<file path="src/rtl/core/assert_macros.svh">
// Assertion macros for the RTL files of the pulse record and replay block.
`ifndef ASSERT_MACROS_SVH
`define ASSERT_MACROS_SVH

`ifndef SYNTH

// Property holds at every clock edge outside reset.
`define ASSERT_CLK(label, clk, rst_n, prop) \
	label: assert property (@(posedge clk) disable iff (!rst_n) prop) \
		else $error("assertion failed");

// Condition must never be true outside reset.
`define ASSERT_NEVER(label, clk, rst_n, cond) \
	label: assert property (@(posedge clk) disable iff (!rst_n) !(cond)) \
		else $error("forbidden condition seen");

`else

`define ASSERT_CLK(label, clk, rst_n, prop)
`define ASSERT_NEVER(label, clk, rst_n, cond)

`endif

`endif

</file>
<file path="src/rtl/core/irpr_pkg.sv">
// Package: types, codes and constants of the pulse record and replay block.
`default_nettype none

package irpr_pkg;

	localparam int DEF_TABLE_DEPTH = 64;

	localparam int FUNC_W = 3;
	localparam int IDX_W  = 6;
	localparam int VAL_W  = 8;
	// wide enough to hold a table depth up to 511 as a value
	localparam int CMP_W  = 9;

	localparam logic [VAL_W-1:0] END_MARK = 8'hFF;
	localparam logic [VAL_W-1:0] ZERO_VAL = 8'h00;

	localparam logic [FUNC_W-1:0] FN_TICK      = 3'd0;
	localparam logic [FUNC_W-1:0] FN_EDGE      = 3'd1;
	localparam logic [FUNC_W-1:0] FN_START_REC = 3'd2;
	localparam logic [FUNC_W-1:0] FN_START_REP = 3'd3;
	localparam logic [FUNC_W-1:0] FN_WRITE     = 3'd4;
	localparam logic [FUNC_W-1:0] FN_READ      = 3'd5;
	localparam logic [FUNC_W-1:0] FN_ABORT     = 3'd6;

	// table write request; clr wipes every entry before the write lands
	typedef struct packed {
		logic             we;
		logic             clr;
		logic [VAL_W-1:0] data;
	} irpr_wr_t;

	typedef struct packed {
		logic             ir_level;
		logic             is_recording;
		logic             is_replaying;
		logic [IDX_W-1:0] position;
		logic [VAL_W-1:0] read_value;
	} irpr_res_t;

endpackage

`default_nettype wire

</file>
<file path="src/rtl/core/ir_pulse_record_replay_top.sv">
// A transaction accepted into the input register has its result in the output
// register. Throughput: one transaction per cycle unless the output stalls, set
// by both registers and the single-pass update, with table reads prefetched.
// Reset: asynchronous, clears the table (valid bits), cursor, counters and
// flags; level idles high. No clearing pass, the block is ready at once.
`default_nettype none

module ir_pulse_record_replay_top
	import irpr_pkg::*;
#(
	parameter int TABLE_DEPTH = DEF_TABLE_DEPTH
) (
	input  wire logic        clk,
	input  wire logic        arst_n,
	input  wire logic        s_axis_tvalid,
	output logic             s_axis_tready,
	input  wire logic [15:0] s_axis_tdata,  // entry_index[5:0], entry_value[13:6]
	input  wire logic [2:0]  s_axis_tuser,  // func[2:0]
	output logic             m_axis_tvalid,
	input  wire logic        m_axis_tready,
	output logic      [23:0] m_axis_tdata   // ir_level[0], is_recording[1],
	                                        // is_replaying[2], position[8:3],
	                                        // read_value[16:9]
);

	localparam int AW = $clog2(TABLE_DEPTH);

	logic              vld_s1;
	logic [FUNC_W-1:0] func_s1;
	logic [IDX_W-1:0]  idx_s1;
	logic [VAL_W-1:0]  val_s1;

	logic              out_v_q;
	irpr_res_t         out_q;

	logic              step;
	logic              in_fire;
	logic [CMP_W-1:0]  in_idx_ext;

	irpr_wr_t          wr;
	logic [AW-1:0]     wr_addr;
	logic [AW-1:0]     nxt_addr;
	logic [VAL_W-1:0]  nxt_val;
	logic [VAL_W-1:0]  rd_val;
	irpr_res_t         res;

	assign step          = vld_s1 && (!out_v_q || m_axis_tready);
	assign s_axis_tready = !vld_s1 || step;
	assign in_fire       = s_axis_tvalid && s_axis_tready;
	assign in_idx_ext    = CMP_W'(s_axis_tdata[IDX_W-1:0]);

	always_ff @(posedge clk or negedge arst_n) begin
		if (!arst_n) begin
			vld_s1 <= 1'b0;
		end else if (in_fire) begin
			vld_s1 <= 1'b1;
		end else if (step) begin
			vld_s1 <= 1'b0;
		end
	end

	always_ff @(posedge clk) begin
		if (in_fire) begin
			func_s1 <= s_axis_tuser[FUNC_W-1:0];
			idx_s1  <= s_axis_tdata[IDX_W-1:0];
			val_s1  <= s_axis_tdata[IDX_W+VAL_W-1:IDX_W];
		end
	end

	always_ff @(posedge clk or negedge arst_n) begin
		if (!arst_n) begin
			out_v_q <= 1'b0;
		end else if (step) begin
			out_v_q <= 1'b1;
		end else if (m_axis_tready) begin
			out_v_q <= 1'b0;
		end
	end

	always_ff @(posedge clk) begin
		if (step) begin
			out_q <= res;
		end
	end

	irpr_table #(
		.TABLE_DEPTH(TABLE_DEPTH)
	) u_table (
		.clk     (clk),
		.arst_n  (arst_n),
		.wr      (wr),
		.wr_addr (wr_addr),
		.ra_en   (step),
		.ra_addr (nxt_addr),
		.ra_data (nxt_val),
		.rb_en   (in_fire),
		.rb_addr (in_idx_ext[AW-1:0]),
		.rb_data (rd_val)
	);

	irpr_core #(
		.TABLE_DEPTH(TABLE_DEPTH)
	) u_core (
		.clk      (clk),
		.arst_n   (arst_n),
		.step     (step),
		.func_s1  (func_s1),
		.idx_s1   (idx_s1),
		.val_s1   (val_s1),
		.nxt_val  (nxt_val),
		.rd_val   (rd_val),
		.wr       (wr),
		.wr_addr  (wr_addr),
		.nxt_addr (nxt_addr),
		.res      (res)
	);

	assign m_axis_tvalid = out_v_q;
	assign m_axis_tdata  = {7'd0, out_q.read_value, out_q.position, out_q.is_replaying,
		out_q.is_recording, out_q.ir_level};

endmodule

`default_nettype wire

</file>
<file path="src/rtl/core/irpr_table.sv">
// Pulse table: one write port, two registered read ports, per-entry valid bits.
`default_nettype none

module irpr_table
	import irpr_pkg::*;
#(
	parameter int TABLE_DEPTH = DEF_TABLE_DEPTH,
	localparam int AW = $clog2(TABLE_DEPTH)
) (
	input  wire logic             clk,
	input  wire logic             arst_n,
	input  wire irpr_wr_t         wr,
	input  wire logic [AW-1:0]    wr_addr,
	input  wire logic             ra_en,
	input  wire logic [AW-1:0]    ra_addr,
	output logic      [VAL_W-1:0] ra_data,
	input  wire logic             rb_en,
	input  wire logic [AW-1:0]    rb_addr,
	output logic      [VAL_W-1:0] rb_data
);

	logic [VAL_W-1:0]       mem [TABLE_DEPTH];
	logic [TABLE_DEPTH-1:0] valid_q;

	logic [VAL_W-1:0] ra_raw_q, rb_raw_q;
	logic             ra_vld_q, rb_vld_q;
	logic             ra_byp_q, rb_byp_q;
	logic [VAL_W-1:0] ra_bval_q, rb_bval_q;

	logic             ra_hit, rb_hit;

	// a write landing on the address being read overrides the stale array data
	assign ra_hit = wr.we && (wr_addr == ra_addr);
	assign rb_hit = wr.we && (wr_addr == rb_addr);

	always_ff @(posedge clk) begin
		if (wr.we) begin
			mem[wr_addr] <= wr.data;
		end
		if (ra_en) begin
			ra_raw_q <= mem[ra_addr];
		end
		if (rb_en) begin
			rb_raw_q <= mem[rb_addr];
		end
	end

	always_ff @(posedge clk or negedge arst_n) begin
		if (!arst_n) begin
			valid_q   <= '0;
			ra_vld_q  <= 1'b0;
			rb_vld_q  <= 1'b0;
			ra_byp_q  <= 1'b0;
			rb_byp_q  <= 1'b0;
			ra_bval_q <= ZERO_VAL;
			rb_bval_q <= ZERO_VAL;
		end else begin
			if (wr.clr) begin
				valid_q <= '0;
			end
			if (wr.we) begin
				valid_q[wr_addr] <= 1'b1;
			end
			if (ra_en) begin
				ra_vld_q  <= valid_q[ra_addr];
				ra_byp_q  <= wr.clr || ra_hit;
				ra_bval_q <= ra_hit ? wr.data : ZERO_VAL;
			end
			if (rb_en) begin
				rb_vld_q  <= valid_q[rb_addr];
				rb_byp_q  <= wr.clr || rb_hit;
				rb_bval_q <= rb_hit ? wr.data : ZERO_VAL;
			end
		end
	end

	assign ra_data = ra_byp_q ? ra_bval_q : (ra_vld_q ? ra_raw_q : ZERO_VAL);
	assign rb_data = rb_byp_q ? rb_bval_q : (rb_vld_q ? rb_raw_q : ZERO_VAL);

endmodule

`default_nettype wire

</file>
<file path="src/rtl/core/irpr_core.sv">
// Record and replay control: state registers and the per-transaction update.
`default_nettype none
`include "assert_macros.svh"

module irpr_core
	import irpr_pkg::*;
#(
	parameter int TABLE_DEPTH = DEF_TABLE_DEPTH,
	localparam int AW = $clog2(TABLE_DEPTH)
) (
	input  wire logic              clk,
	input  wire logic              arst_n,
	input  wire logic              step,
	input  wire logic [FUNC_W-1:0] func_s1,
	input  wire logic [IDX_W-1:0]  idx_s1,
	input  wire logic [VAL_W-1:0]  val_s1,
	input  wire logic [VAL_W-1:0]  nxt_val,
	input  wire logic [VAL_W-1:0]  rd_val,
	output irpr_wr_t               wr,
	output logic      [AW-1:0]     wr_addr,
	output logic      [AW-1:0]     nxt_addr,
	output irpr_res_t              res
);

	localparam logic [AW-1:0] LAST_IDX = AW'(TABLE_DEPTH - 1);
	localparam logic [AW-1:0] FIRST_IDX = '0;

	logic [AW-1:0]    cursor_q, cursor_d;
	logic [VAL_W-1:0] countdown_q, countdown_d;
	logic             recording_q, recording_d;
	logic             armed_q, armed_d;
	logic             replaying_q, replaying_d;
	logic             level_q, level_d;
	// cur_q mirrors table[cursor], e0_q mirrors table[0]
	logic [VAL_W-1:0] cur_q, cur_d;
	logic [VAL_W-1:0] e0_q, e0_d;

	irpr_wr_t         wr_c;
	logic [AW-1:0]    waddr_c;
	logic [VAL_W-1:0] rd_c;
	logic [VAL_W-1:0] cur_base;
	logic             restart;
	logic             in_range;
	logic [CMP_W-1:0] idx_ext;
	logic [CMP_W-1:0] pos_ext;
	logic             at_last;

	assign idx_ext  = CMP_W'(idx_s1);
	assign in_range = idx_ext < CMP_W'(TABLE_DEPTH);
	assign at_last  = cursor_q == LAST_IDX;

	always_comb begin
		cursor_d    = cursor_q;
		countdown_d = countdown_q;
		recording_d = recording_q;
		armed_d     = armed_q;
		replaying_d = replaying_q;
		level_d     = level_q;
		wr_c        = '{we: 1'b0, clr: 1'b0, data: ZERO_VAL};
		waddr_c     = cursor_q;
		rd_c        = ZERO_VAL;
		restart     = 1'b0;
		case (func_s1)
			FN_TICK: begin
				if (recording_q) begin
					if (armed_q) begin
						if (cur_q == END_MARK) begin
							recording_d = 1'b0;
						end else begin
							wr_c.we   = 1'b1;
							wr_c.data = cur_q + 8'd1;
						end
					end
				end else if (replaying_q) begin
					if (countdown_q > 8'd1) begin
						countdown_d = countdown_q - 8'd1;
					end else begin
						level_d = !level_q;
						if (at_last) begin
							replaying_d = 1'b0;
							countdown_d = ZERO_VAL;
							level_d     = 1'b1;
						end else begin
							cursor_d = cursor_q + AW'(1);
							if (nxt_val == ZERO_VAL || nxt_val == END_MARK) begin
								replaying_d = 1'b0;
								countdown_d = ZERO_VAL;
								level_d     = 1'b1;
							end else begin
								countdown_d = nxt_val;
							end
						end
					end
				end
			end
			FN_EDGE: begin
				if (recording_q) begin
					if (!armed_q) begin
						armed_d = 1'b1;
					end else if (at_last) begin
						recording_d = 1'b0;
					end else begin
						cursor_d = cursor_q + AW'(1);
						if (nxt_val == END_MARK) begin
							recording_d = 1'b0;
						end
					end
				end
			end
			FN_START_REC: begin
				wr_c        = '{we: 1'b1, clr: 1'b1, data: END_MARK};
				waddr_c     = LAST_IDX;
				restart     = 1'b1;
				cursor_d    = FIRST_IDX;
				replaying_d = 1'b0;
				countdown_d = ZERO_VAL;
				level_d     = 1'b1;
				recording_d = 1'b1;
				armed_d     = 1'b0;
			end
			FN_START_REP: begin
				restart     = 1'b1;
				recording_d = 1'b0;
				armed_d     = 1'b0;
				cursor_d    = FIRST_IDX;
				if (e0_q == ZERO_VAL || e0_q == END_MARK) begin
					replaying_d = 1'b0;
					countdown_d = ZERO_VAL;
					level_d     = 1'b1;
				end else begin
					countdown_d = e0_q;
					replaying_d = 1'b1;
					level_d     = 1'b0;
				end
			end
			FN_WRITE: begin
				if (in_range) begin
					wr_c.we   = 1'b1;
					wr_c.data = val_s1;
					waddr_c   = idx_ext[AW-1:0];
				end
			end
			FN_READ: begin
				if (in_range) begin
					rd_c = rd_val;
				end
			end
			FN_ABORT: begin
				recording_d = 1'b0;
				armed_d     = 1'b0;
				replaying_d = 1'b0;
				countdown_d = ZERO_VAL;
				level_d     = 1'b1;
			end
			default: begin
			end
		endcase
	end

	// track the table contents at the new cursor and at entry 0 after this write
	always_comb begin
		if (restart) begin
			cur_base = e0_q;
		end else if (cursor_d != cursor_q) begin
			cur_base = nxt_val;
		end else begin
			cur_base = cur_q;
		end

		if (wr_c.clr) begin
			cur_d = (waddr_c == cursor_d) ? wr_c.data : ZERO_VAL;
			e0_d  = (waddr_c == FIRST_IDX) ? wr_c.data : ZERO_VAL;
		end else begin
			cur_d = (wr_c.we && waddr_c == cursor_d) ? wr_c.data : cur_base;
			e0_d  = (wr_c.we && waddr_c == FIRST_IDX) ? wr_c.data : e0_q;
		end
	end

	always_ff @(posedge clk or negedge arst_n) begin
		if (!arst_n) begin
			cursor_q    <= FIRST_IDX;
			countdown_q <= ZERO_VAL;
			recording_q <= 1'b0;
			armed_q     <= 1'b0;
			replaying_q <= 1'b0;
			level_q     <= 1'b1;
			cur_q       <= ZERO_VAL;
			e0_q        <= ZERO_VAL;
		end else if (step) begin
			cursor_q    <= cursor_d;
			countdown_q <= countdown_d;
			recording_q <= recording_d;
			armed_q     <= armed_d;
			replaying_q <= replaying_d;
			level_q     <= level_d;
			cur_q       <= cur_d;
			e0_q        <= e0_d;
		end
	end

	assign wr.we    = wr_c.we && step;
	assign wr.clr   = wr_c.clr && step;
	assign wr.data  = wr_c.data;
	assign wr_addr  = waddr_c;
	// prefetch the entry after the new cursor; wraps harmlessly at the last entry
	assign nxt_addr = cursor_d + AW'(1);

	assign pos_ext          = CMP_W'(cursor_d);
	assign res.ir_level     = level_d;
	assign res.is_recording = recording_d;
	assign res.is_replaying = replaying_d;
	assign res.position     = pos_ext[IDX_W-1:0];
	assign res.read_value   = rd_c;

	`ASSERT_NEVER(a_rec_rep_excl, clk, arst_n, recording_q && replaying_q)
	`ASSERT_CLK(a_rep_count_live, clk, arst_n, replaying_q |-> countdown_q != ZERO_VAL)
	`ASSERT_CLK(a_idle_level_high, clk, arst_n, !replaying_q |-> level_q)
	`ASSERT_CLK(a_clear_restarts, clk, arst_n,
		wr.clr |=> (cursor_q == FIRST_IDX) && recording_q && !armed_q)

endmodule

`default_nettype wire
</file>
<file path="config.mk">
export PLATFORM = sky130hd
export DESIGN_NAME = ir_pulse_record_replay_top
export DESIGN_NICKNAME = d
export VERILOG_FILES = /design/src/rtl/core/irpr_pkg.sv /design/src/rtl/core/ir_pulse_record_replay_top.sv /design/src/rtl/core/irpr_table.sv /design/src/rtl/core/irpr_core.sv
export VERILOG_INCLUDE_DIRS = /design/src /design/src/rtl/core
export SDC_FILE = /design/constraint.sdc
export NUM_CORES = 1
export LEC_CHECK = 0
export BUFFER_PORTS_ARGS = -buffer_cell sky130_fd_sc_hd__buf_2
export CORE_MARGIN = 8
export CORE_UTILIZATION = 31
export CTS_BUF_LIST = sky130_fd_sc_hd__clkbuf_8
export CTS_CLUSTER_SIZE = 10
export DETAILED_ROUTE_END_ITERATION = 10
export SYNTH_ARGS = -nofsm -noshare
export SYNTH_HDL_FRONTEND = slang
export SYNTH_SLANG_ARGS = --single-unit
</file>
<file path="constraint.sdc">
create_clock -name clk -period 11.7 [get_ports clk]
set_input_delay 2.34 -clock clk [delete_from_list [all_inputs] [get_ports clk]]
set_output_delay 2.34 -clock clk [all_outputs]
set_load 0.05 [all_outputs]
</file>
==> results.yml, run 1 <==
worst_setup_path:
  critPathMaxFanout: 89
  end_kind: "flip-flop"
  r2r_start: "u_core.cursor_q[0]$_DFFE_PN0P_"
  cp.arrival_ns: 7.01
  r2r_cells: 18
  rr_endpoint: "u_table.ra_vld_q$_DFFE_PN0P_"
  worst_setup_path_start_kind: "flip-flop"
  crit_type: "flip-flop to flip-flop"
  cp.required_ns: 12.35
  rrSetupSlack_ns: 5.34
place:
  routabilityCongestion: 0.887
  placement.io_buffers: 39
  dp_cells: 3286
  hpwl_mm: 59.4
detailed_routing:
  drc: 0
  vias: 19600
  routed_via_density: 5.64
  postRouteAntennaNets: 0
  drt_iter0_markers: 1985
  firstDrtPassIters: 5
  wl_per_cell_um: 26.7
  drt-total-wl_mm: 93.2
worst_hold_path:
  hold_depth: 2
  hold_class: "flip-flop to flip-flop"
  hold_start: "u_table.rb_bval_q[4]$_DFFE_PN0P_"
  whs_endpoint: "u_table.rb_bval_q[4]$_DFFE_PN0P_"
final_layout:
  fillers: 9918
  multi_input_area_mm2: 0.0124
  layout-drive-gt1-share_pct: 29.9
  regArea_mm2: 0.0199
  layout.cells.non_filler: 3485
  area_delta_synth_final_pct: 11.6
  nNetsFinal: 2033
global_routing:
  grt_start_max_net_pins: 90
  grt_pass1_wl_mm: 138
  grt_pass1_vias: 20200
  grt.total_usage_pct: 15.7
  grt_overflow: 0
  antenna_found_initial: 2
power_and_ir_drop:
  ir_drop_v: 0.000130
  p_sw_share_pct: 29.6
  clockPowerShare_pct: 32.4
  p_per_area_mw_per_mm2: 172
  p_seq_share_pct: 44.7
  internal_power_mw: 4.46
  p_comb_share_pct: 22.9
  power_switching_mw: 1.88
  leakagePower_nw: 12.9
clocking:
  cts_inserted_buffers: 108
  clk_latency_ns: 0.74
  postCtsSetupBuffers: 0
  clk_pin_slew_ns: 0.07
  cts_buffer_depth: 3
  cts_root_buf: "clkbuf_8"
  cts.sinks: 682
  cts_tree: "built"
  holdBufCountCts: 0
  htree_levels: 3
  cts_resized: 0
timing:
  rsz0062_at_grt: "false"
  slew_violations: 0
  clock_skew_ns: 0.0382
  fin_crit_sh_pct: 54.4
  hold_violations: 0
  tightest_slew_ns: 1.32
  period_needed_ns: 6.36
  timing.fmax_ghz: 0.157
  fin_tns_setup_ns: 0
  setup_viol: 0
  slew_headroom_pct: 11.9
synth:
  yosysSeqAreaShare_pct: 60.2
  yosysWarnings: 0
  syn_inst: 1956
  async_flop_share_pct: 17.6
  ys_types: 84
  ys_seq_elements: 682
  synth_edf_count: 562
  ys.flop_type: "edfxtp_1"
  syn_avg_cell_area_um2: 16.9
  syn_area_mm2: 0.0330
die:
  num_rows: 119
  boundaryPins: 49
  core_area_mm2: 0.105
  die_x_um: 342
  die_h_um: 342
  start_util_pct: 31.3
  dieArea_mm2: 0.117
run_status:
  status: "finished clean"
run:
  max_cap_viol_count: 0
## state kept, by name (all words and copies together), names as in the netlist, 3 cells and up
| register | cells |
|---|---|
| u_table.valid_q | 64 |
| func_s1 | 3 |
| u_core.cursor_q | 6 |
| u_core.e0_q | 8 |
| u_table.mem | 512 |
| u_table.ra_raw_q | 8 |
| val_s1 | 8 |
| m_axis_tdata | 17 |
| u_table.rb_raw_q | 8 |
| u_table.rb_bval_q | 8 |
| u_core.cur_q | 8 |
| u_core.countdown_q | 8 |
| idx_s1 | 6 |
| u_table.ra_bval_q | 8 |
## stage by stage
| stage | hold WS, ns | area, um^2 | power [mW] | worst slack [ns] | util (%) |
|---|---|---|---|---|---|
| after floorplan | 0.449 | 33000 | 3.89 | 6.37 | - |
| after global placement | 0.467 | 34700 | 4.30 | 5.32 | 32.9 |
| after detailed placement | 0.473 | 34700 | 4.32 | 5.27 | 32.9 |
| after CTS | 0.488 | 36900 | 6.38 | 5.22 | 35.0 |
| after global routing | 0.502 | 36900 | 6.57 | 4.95 | 35.0 |
| final | 0.493 | 36900 | 6.33 | 5.34 | 35.0 |
## Yosys cell counts, types with 25 or more instances
| cell type | instances | area share, % |
|---|---|---|
| edfxtp_1 | 562 | 51 |
| mux4_2 | 338 | 23 |
| nor2_1 | 133 | 1.5 |
| dfrtp_1 | 119 | 9.0 |
| nand2_1 | 102 | 1.2 |
| clkbuf_1 | 77 | 0.88 |
| a21o_1 | 67 | 1.5 |
| o21ai_0 | 43 | 0.65 |
| a21oi_1 | 39 | 0.59 |
| nand3_1 | 33 | 0.50 |
| mux2i_1 | 28 | 0.85 |
| buf_1 | 26 | 0.30 |
| buf_2 | 25 | 0.38 |
## routing by layer
layer  up-vias  wire [um]  global-route usage, %  part of all wire, %
met5         -          0                      0                    0
met4         0       3240                   5.78                  3.5
met3       145       7080                   2.87                  7.6
met2       931      45400                   25.9                   49
met1     10400      37500                   20.7                   40
li1       8170          -                      -                    -
## cell families after synthesis
| family | after synthesis | synth area share, % |
|---|---|---|
| flops | 682 | 60.2 |
| fa+ha+maj | 5 | 0.189 |
| buf+inv | 173 | 2.36 |
| other cells | 1 | 0.0114 |
| mux | 379 | 24.3 |
| simple gates | 375 | 5.39 |
| compound gates | 311 | 6.60 |
| xor+xnor | 30 | 0.909 |
## critical path: stages (launching register included)
cell	delay, ns
dfrtp_1	0.51
ha_1	0.37
nand2_1	0.17
nor2_1	0.50
or2_2	0.22
o21a_4	0.13
buf_12	0.53
inv_2	0.13
ha_4	0.90
buf_12	0.49
inv_1	0.50
nand2_1	0.33
nor2_1	0.07
o2111ai_1	0.21
nand2_1	0.10
a2111o_1	0.38
a221oi_1	0.25
a211oi_1	0.13
o211ai_1	0.20
## cell type report
cell class,count,area share [%]
Antenna cell,1,0.00679
Clock buffer,117,4.37
Clock inverter,81,1.50
Inverter,25,0.255
Multi-Input combinational cell,1107,33.7
Sequential cell,682,53.9
Tap cell,1391,4.72
Timing Repair Buffer,81,1.50
## power groups by stage
| stage | combinational (mW) | sequential, mW | clock, mW |
|---|---|---|---|
| floorplan | 1.03 | 2.86 | 0 |
| global placement | 1.43 | 2.87 | 0 |
| detailed placement | 1.45 | 2.88 | 0 |
| CTS | 1.46 | 2.83 | 2.09 |
| global route | 1.54 | 2.84 | 2.19 |
| finish | 1.45 | 2.83 | 2.05 |
## layout by cell type (no fill, tap or decap), types with 7 or more instances in the layout
cell type	count
bufinv_16	7
a21oi_1	39
nor2_1	133
inv_2	8
clkbuf_8	117
mux2i_1	28
xnor2_1	20
a22oi_1	19
o31ai_1	11
o21ai_1	13
conb_1	7
dfrtp_1	119
or3_1	7
clkinv_1	16
nand3_1	33
edfxtp_1	562
clkinv_2	23
o21ai_0	42
a211oi_1	23
a31oi_1	14
buf_4	41
inv_1	45
o211ai_1	10
a21o_1	67
nor3_1	7
buf_2	36
nand2b_1	7
xor2_1	7
and2_1	17
nor2b_1	13
mux4_2	338
nand2_1	99
a211o_1	9
nand4_1	12
o221ai_1	12
mux2_2	13
nor4_1	11
## worst max path at each step
stage / startpoint / to / slack [ns] / cells after the start
finish: u_core.cursor_q[0]$_DFFE_PN0P_ / u_table.ra_vld_q$_DFFE_PN0P_ / 5.34 / 18
global route: u_core.cursor_q[0]$_DFFE_PN0P_ / u_table.ra_vld_q$_DFFE_PN0P_ / 4.95 / 18
CTS: u_core.cursor_q[0]$_DFFE_PN0P_ / u_table.ra_raw_q[3]$_DFFE_PP_ / 5.22 / 13
detailed placement: u_core.countdown_q[0]$_DFFE_PN0P_ / u_table.ra_raw_q[3]$_DFFE_PP_ / 5.27 / 14
global placement: u_core.cursor_q[0]$_DFFE_PN0P_ / u_table.ra_raw_q[3]$_DFFE_PP_ / 5.32 / 13
floorplan: s_axis_tdata[0] / u_table.rb_raw_q[0]$_DFFE_PP_ / 6.37 / 6
Power figures use the tool's default switching activity.
==> run 2, diff against run 1 <==
==> constraint.sdc (replaced) <==
create_clock -name clk -period 5.95 [get_ports clk]
set_input_delay 1.19 -clock clk [delete_from_list [all_inputs] [get_ports clk]]
set_output_delay 1.19 -clock clk [all_outputs]
set_load 0.05 [all_outputs]
==> run 2 against run 1 <==
Net effect:
- register-to-register slack got worse by 4.4 ns
- power up 96%
- cell area is 0.34% higher
- flip-flop and latch count unchanged
- routed wire length grew 0.58%
- largest power group unchanged
==> results.yml, run 2 (same netlist as run 1, synthesis figures left out) <==
global_routing:
  grt_pass1_vias: 20400
  grt_start_max_net_pins: 88
  grt_pass1_wl_mm: 138
  antenna_found_initial: 1
  grt.total_usage_pct: 15.7
  grt_overflow: 0
detailed_routing:
  vias: 19700
  wl_per_cell_um: 26.7
  firstDrtPassIters: 7
  drt-total-wl_mm: 93.8
  drt_iter0_markers: 2150
  routed_via_density: 5.62
  drc: 0
  postRouteAntennaNets: 0
die:
  dieArea_mm2: 0.117
  die_h_um: 342
  start_util_pct: 31.3
  die_x_um: 342
  boundaryPins: 49
  core_area_mm2: 0.105
  num_rows: 119
worst_setup_path:
  crit_family: "compound AO/OA/AOI/OAI gates"
  crit_type: "flip-flop to flip-flop"
  cp.required_ns: 6.37
  cp_slowest_cell: "nor2_4"
  worst_setup_path_start_kind: "flip-flop"
  end_kind: "flip-flop"
  cp_cell_sequence: "inv_1 > ha_1 > or2_1 > nand4_1 > a221oi_1 > o22ai_2 > ha_4 > inv_1 > a21oi_1 > nor2_4 > buf_4 > nor2b_1 > a211oi_1 > a31oi_1"
  crit_buf_inv: 3
  max_stage_delay_ns: 0.75
  cp.arrival_ns: 5.45
  critPathMaxFanout: 21
  crit_top_cell: "inv_1"
timing:
  rsz0062_at_grt: "false"
  period_needed_ns: 5.03
  fin_tns_setup_ns: 0
  setup_viol: 0
  tightest_slew_ns: 1.36
  fin_crit_sh_pct: 84.6
  fin_ws_ns: 0.917
  slew_violations: 0
  slew_headroom_pct: 8.99
  fin_hold_ws_ns: 0.492
  timing.fmax_ghz: 0.199
  clock_skew_ns: 0.0383
  hold_violations: 0
power_and_ir_drop:
  p_per_area_mw_per_mm2: 335
  p_sw_share_pct: 30.0
  ir_drop_v: 0.000250
  leakagePower_nw: 13.0
  p_seq_share_pct: 44.9
  power_switching_mw: 3.71
  power.total_mw: 12.4
  clockPowerShare_pct: 31.4
  p_comb_share_pct: 23.7
  internal_power_mw: 8.68
place:
  dp_slack_ns: 0.911
  routabilityCongestion: 0.903
  hpwl_mm: 62.0
  placement.io_buffers: 39
  dp_cells: 3303
clocking:
  clk_latency_ns: 0.74
  cts_inserted_buffers: 110
  cts_resized: 0
  cts_root_buf: "clkbuf_8"
  cts_buffer_depth: 3
  clk_pin_slew_ns: 0.06
  cts_tree: "built"
  postCtsSetupBuffers: 0
  htree_levels: 3
  cts.sinks: 682
  holdBufCountCts: 0
final_layout:
  diodes: 0
  final_common_cell: "edfxtp_1"
  area_delta_synth_final_pct: 12.0
  largest_reg_flops: 512
  nNetsFinal: 2052
  layout-drive-gt1-share_pct: 29.5
  layout.cells.non_filler: 3510
  fillers: 9898
  mostFrequentLayoutCells: "edfxtp_1, mux4_2, nor2_1, clkbuf_8, dfrtp_1"
  max_flop_register: "u_table.mem"
run_status:
  status: "finished clean"
run:
  max_cap_viol_count: 0
worst_hold_path:
  hold_class: "flip-flop to flip-flop"
[run 2: cell types whose count changed in the layout (fill, tap and decap cells not counted), sizes merged]
cell / delta
bufinv: -4
clkbuf: +3
clkinvlp: -1
buf: +17
diode: -1
inv: +17
clkinv: -6
[run 2: area by class of cell]
class / instances / area, um^2 / area share (%)
multi-input combinational: 1107 / 12400 / 33.6
tap: 1391 / 1740 / 4.71
clock inverter: 87 / 449 / 1.21
clock buffer: 120 / 1650 / 4.46
sequential: 682 / 19900 / 53.7
timing repair buffer: 98 / 744 / 2.01
inverter: 25 / 93.8 / 0.254
[run 2: metrics by stage]
step / instance area, um^2 / utilization, %
after floorplan: 33000 / -
after global placement: 34900 / 33.1
after detailed placement: 34900 / 33.1
after CTS: 37000 / 35.1
after global routing: 37000 / 35.1
final: 37000 / 35.1
[run 2: power by group through the flow]
stage	sequential (mW)	combinational, mW	clock (mW)
after global placement	5.64	2.91	0
final	5.56	2.94	3.89
after CTS	5.56	2.95	3.99
after floorplan	5.62	2.03	0
after detailed placement	5.65	2.94	0
after global routing	5.58	3.10	4.17
[run 2: path summary, 6_finish.rpt]
path | from | to | slack (ns) | cells past startpoint
max reg2reg | u_core.countdown_q[0]$_DFFE_PN0P_ | u_table.ra_raw_q[2]$_DFFE_PP_ | 0.92 | 14
min reg2reg | u_table.rb_bval_q[0]$_DFFE_PN0P_ | u_table.rb_bval_q[0]$_DFFE_PN0P_ | 0.49 | 2
min | u_table.rb_bval_q[0]$_DFFE_PN0P_ | u_table.rb_bval_q[0]$_DFFE_PN0P_ | 0.49 | 2
min in group asynchronous | arst_n | u_core.armed_q$_DFFE_PN0P_ | 0.53 | 1
max in group asynchronous | arst_n | u_table.valid_q[24]$_DFF_PN0_ | 4.01 | 2
max | u_core.countdown_q[0]$_DFFE_PN0P_ | u_table.ra_raw_q[2]$_DFFE_PP_ | 0.92 | 14
[run 2: metal layers]
metal	GRT usage, %	up-vias	share of wire, %	wire length [um]
met4	6.27	0	4.1	3830
met1	20.5	10400	40	37600
li1	-	8208	-	-
met3	3.20	183	7.3	6820
met2	25.6	894	49	45500
met5	0	-	0	0
[run 2: worst register-to-register path: stages (launching register included)]
cell      delay [ns]
dfrtp_1         0.42
inv_1           0.07
ha_1            0.19
or2_1           0.22
nand4_1         0.28
a221oi_1        0.51
o22ai_2         0.27
ha_4            0.31
inv_1           0.28
a21oi_1         0.24
nor2_4          0.75
buf_4           0.32
nor2b_1         0.06
a211oi_1        0.67
a31oi_1         0.15
